File: src/rtl/mfek_ram.sv
// Single-port synchronous RAM with registered read data.
module mfek_ram #(
  parameter int Width = 32,
  parameter int Depth = 64
) (
  input  logic                     clk,
  input  logic                     we,
  input  logic [$clog2(Depth)-1:0] addr,
  input  logic [Width-1:0]         wdata,
  output logic [Width-1:0]         rdata
);

  logic [Width-1:0] mem [Depth];

  // Write and read one entry per cycle
  always_ff @(posedge clk) begin
    if (we) begin
      mem[addr] <= wdata;
    end
    rdata <= mem[addr];
  end

endmodule

File: config.mk
export PLATFORM = sky130hd
export DESIGN_NAME = mfek_ram
export DESIGN_NICKNAME = d
export VERILOG_FILES = /design/src/rtl/mfek_ram.sv
export SDC_FILE = /design/constraint.sdc
export NUM_CORES = 2
export LEC_CHECK = 0
export BUFFER_PORTS_ARGS = -buffer_cell sky130_fd_sc_hd__buf_2
export CORE_MARGIN = 2
export CORE_UTILIZATION = 50
export DETAILED_ROUTE_END_ITERATION = 16
export PLACE_DENSITY = 0.65
export SYNTH_ARGS = -nofsm -noshare
export SYNTH_HDL_FRONTEND = slang
export SYNTH_SLANG_ARGS = --single-unit
export TNS_END_PERCENT = 10
File: constraint.sdc
create_clock -name clk -period 7.79 [get_ports clk]
set_input_delay 0.779 -clock clk [delete_from_list [all_inputs] [get_ports clk]]
set_output_delay 0.779 -clock clk [all_outputs]
set_load 0.01 [all_outputs]
==> flow_summary_export.csv <==
group,metric,value,unit
timing,max_freq,0.243,GHz
place,dp.cells,6212,
power_and_ir_drop,ir_drop,0.288,mV
synthesis,ys_warn_count,0,
clocking,ctsHoldBuffers,0,
hold_path,hp-class,"reg -> reg",
synthesis,synth_edf_count,2048,
synthesis,syn_inst,4239,
timing,hold_viol_final,0,
place,dp_hpwl,120000,microns
detailed_routing,dr.pass1.iters,7,
setup_path,regToRegSetupSlack,5.12,ns
final_layout,fin_nets,4396,
timing,setup_viol_count_final,0,
synthesis,synthTopCellsByArea,"edfxtp_1, mux2i_1, mux4_2",
timing,setup-tns-final,0,ns
setup_path,crit_fanout,61,
final_layout,fin_util,56.8,%
die,fp.dieArea,0.161,sq mm
setup_path,arrival,4.86,ns
die,rows,145,
detailed_routing,drt_iter0_drc,5948,
final_layout,stdcell_count,6586,
grt,grt-ovfl-total,0,
die,num_io_pins,72,
setup_path,crit_chain,"buf_8 > buf_4 > nand2_1 > nor2_1 > a22oi_1 > a31oi_1 > a2111oi_0 > nand3_1",
power_and_ir_drop,p_per_area,263,mW/mm^2
clocking,numCtsBuffers,200,
final_layout,area_growth,12.7,%
detailed_routing,routed-wl-met3,19700,microns
run,maxCapViolCount,0,
grt,grtUsageTotal,25.8,%
setup_path,startpoint_type,"input port",
synthesis,ys_ff_latch,2080,
timing,maxSlewHeadroom,5.33,%
power_and_ir_drop,leakage,28.5,nW
grt,grt_pass1_wl,301000,microns
final_layout,drive_above_1_share,18.4,%
detailed_routing,wl_met1,84500,microns
synthesis,synth.largest_area_cell,"edfxtp_1",
die,core_area,0.157,sq mm
grt,grt_pass1_vias,41151,
clocking,cts_buffer_depth,3,
timing,final_max_slew_viol_count,0,
synthesis,syn_area,0.0789,sq mm
outcome,outcome,"complete, no violations",
synthesis,syn_nets,4279,
timing,min_period,4.11,ns
clocking,insertion_delay,0.82,ns
grt,grt_max_degree,113,
clocking,cts_resized,0,
synthesis,synthFlopType,"edfxtp_1",
detailed_routing,dr_wl_met2,97900,microns
place,place_ws,2.85,ns
detailed_routing,top_layer,"met5",
clocking,postCtsSetupBuffers,0,
setup_path,crit_path_top_delay_cell,"nor2_1",
synthesis,synth_cell_types,56,
timing,grt_setup_unrepaired,"no",
setup_path,worst_setup_path_end_kind,"register",
synthesis,yosysTopAreaCellShare,77.9,%
setup_path,max_stage_delay,1.29,ns
timing,fin_worst_skew,0.0266,ns
place,placed_area,0.0823,sq mm
setup_path,worstSetupPathType,"in -> reg",
grt,antenna_found_initial,8,
detailed_routing,wire_per_inst,31.9,microns
clocking,clock-root-buffer,"clkbuf_16",
final_layout,fill_cells,11625,
clocking,cts_tree,"yes",
die,fp.dieH,401,microns
die,chipWidth,401,microns
synthesis,ys_async_sr_fraction,0,%
die,start_util,50.4,%
detailed_routing,drc,0,
detailed_routing,drtAntennaViolNets,0,
final_layout,design_area,0.0889,sq mm
clocking,htree_levels,4,
detailed_routing,wl,210000,microns
clocking,cts_sinks,2080,
timing,setup_slack,3.68,ns
timing,worst_pin_slew,1.41,ns
place,place.gp.congestion,0.880,
synthesis,syn_area_per_cell,18.6,sq um
timing,fin_crit_sh,52.8,%
detailed_routing,vias,42593,
detailed_routing,via_per_inst,6.47,
place,port-buffer-count,71,
setup_path,required,8.54,ns
synthesis,yosysSeqAreaShare,78.7,%
clocking,clk_pin_slew,0.07,ns
## worst paths after layout
kind | start | cells past startpoint | endpoint
max | addr[1] | 8 | rdata[20]
min | mem[32][15] | 3 | rdata[15]
max reg2reg | mem[31][7] | 5 | rdata[7]
min reg2reg | mem[32][15] | 3 | rdata[15]
## synthesized netlist by cell type, types with 83 or more instances
| cell type | number |
|---|---|
| mux4_2 | 96 |
| and3_1 | 85 |
| o21ai_0 | 84 |
| o22ai_1 | 93 |
| clkbuf_1 | 168 |
| a21oi_1 | 121 |
| mux2i_1 | 259 |
| a221oi_1 | 175 |
| mux2_2 | 147 |
| nor2_1 | 145 |
| buf_2 | 83 |
| a22oi_1 | 188 |
| edfxtp_1 | 2048 |
## layer usage
metal | vias up | global-route usage [%]
met5 | - | 0
met4 | 6 | 9.47
met3 | 333 | 4.63
met2 | 2353 | 40.0
met1 | 22021 | 37.0
li1 | 17880 | -
## where the power goes
| group | switching (mW) | internal, mW |
|---|---|---|
| sequential | 0.0641 | 12.4 |
| clock | 4.14 | 5.62 |
| combinational | 0.827 | 0.348 |
## sequential cells by signal, indices dropped and copies added, names as in the netlist
register / count
mem: 2048
rdata: 32
## cell usage in the layout, fill, tap and decap left out, types with 53 or more instances in the layout
cell type | netlist | routed
nor2_4 | 0 | 67
mux2i_1 | 259 | 259
mux2_2 | 147 | 147
a22oi_1 | 188 | 188
buf_2 | 83 | 68
a221oi_1 | 175 | 175
o22ai_1 | 93 | 93
edfxtp_1 | 2048 | 2048
nor2_1 | 145 | 76
o22a_1 | 70 | 70
o21ai_0 | 84 | 84
a21oi_1 | 121 | 121
clkbuf_16 | 0 | 202
mux4_2 | 96 | 96
buf_4 | 8 | 137
and3_1 | 85 | 85
nand3_1 | 54 | 53
a22o_1 | 66 | 66
## cell families after synthesis
kind of cell           share of synthesized area [%]
AOI/OAI and AO/OA                               8.66
and+or+nand+nor                                 2.81
buffers and inverters                           1.68
muxes                                           8.12
DFF                                             78.7
## worst max-delay path, delay by kind of cell
| family | cells | cell delay (ns) |
|---|---|---|
| AO/OA/AOI/OAI | 3 | 0.62 |
| AND/OR/NAND/NOR | 3 | 2.13 |
| buffers and inverters | 2 | 1.18 |
## final cells by class
type,instances,area (sq um),area share (%)
well taps,2058,2570,2.90
inverters,2,15.0,0.0169
diodes,2,5.00,0.00563
clock inverters,116,1240,1.39
multi-input cells,1859,16000,18.0
clock buffers,256,5390,6.06
flip-flops and latches,2080,62100,69.9
repair buffers,213,1510,1.70
## through the flow
| stage | hold WS (ns) | power, mW |
|---|---|---|
| finish | 0.619 | 23.4 |
| global placement | 0.584 | 13.8 |
| floorplan | 0.564 | 13.3 |
| global route | 0.650 | 24.0 |
| CTS | 0.618 | 23.5 |
| detailed placement | 0.606 | 13.9 |
Note: power is estimated with default switching activity, not from simulation.
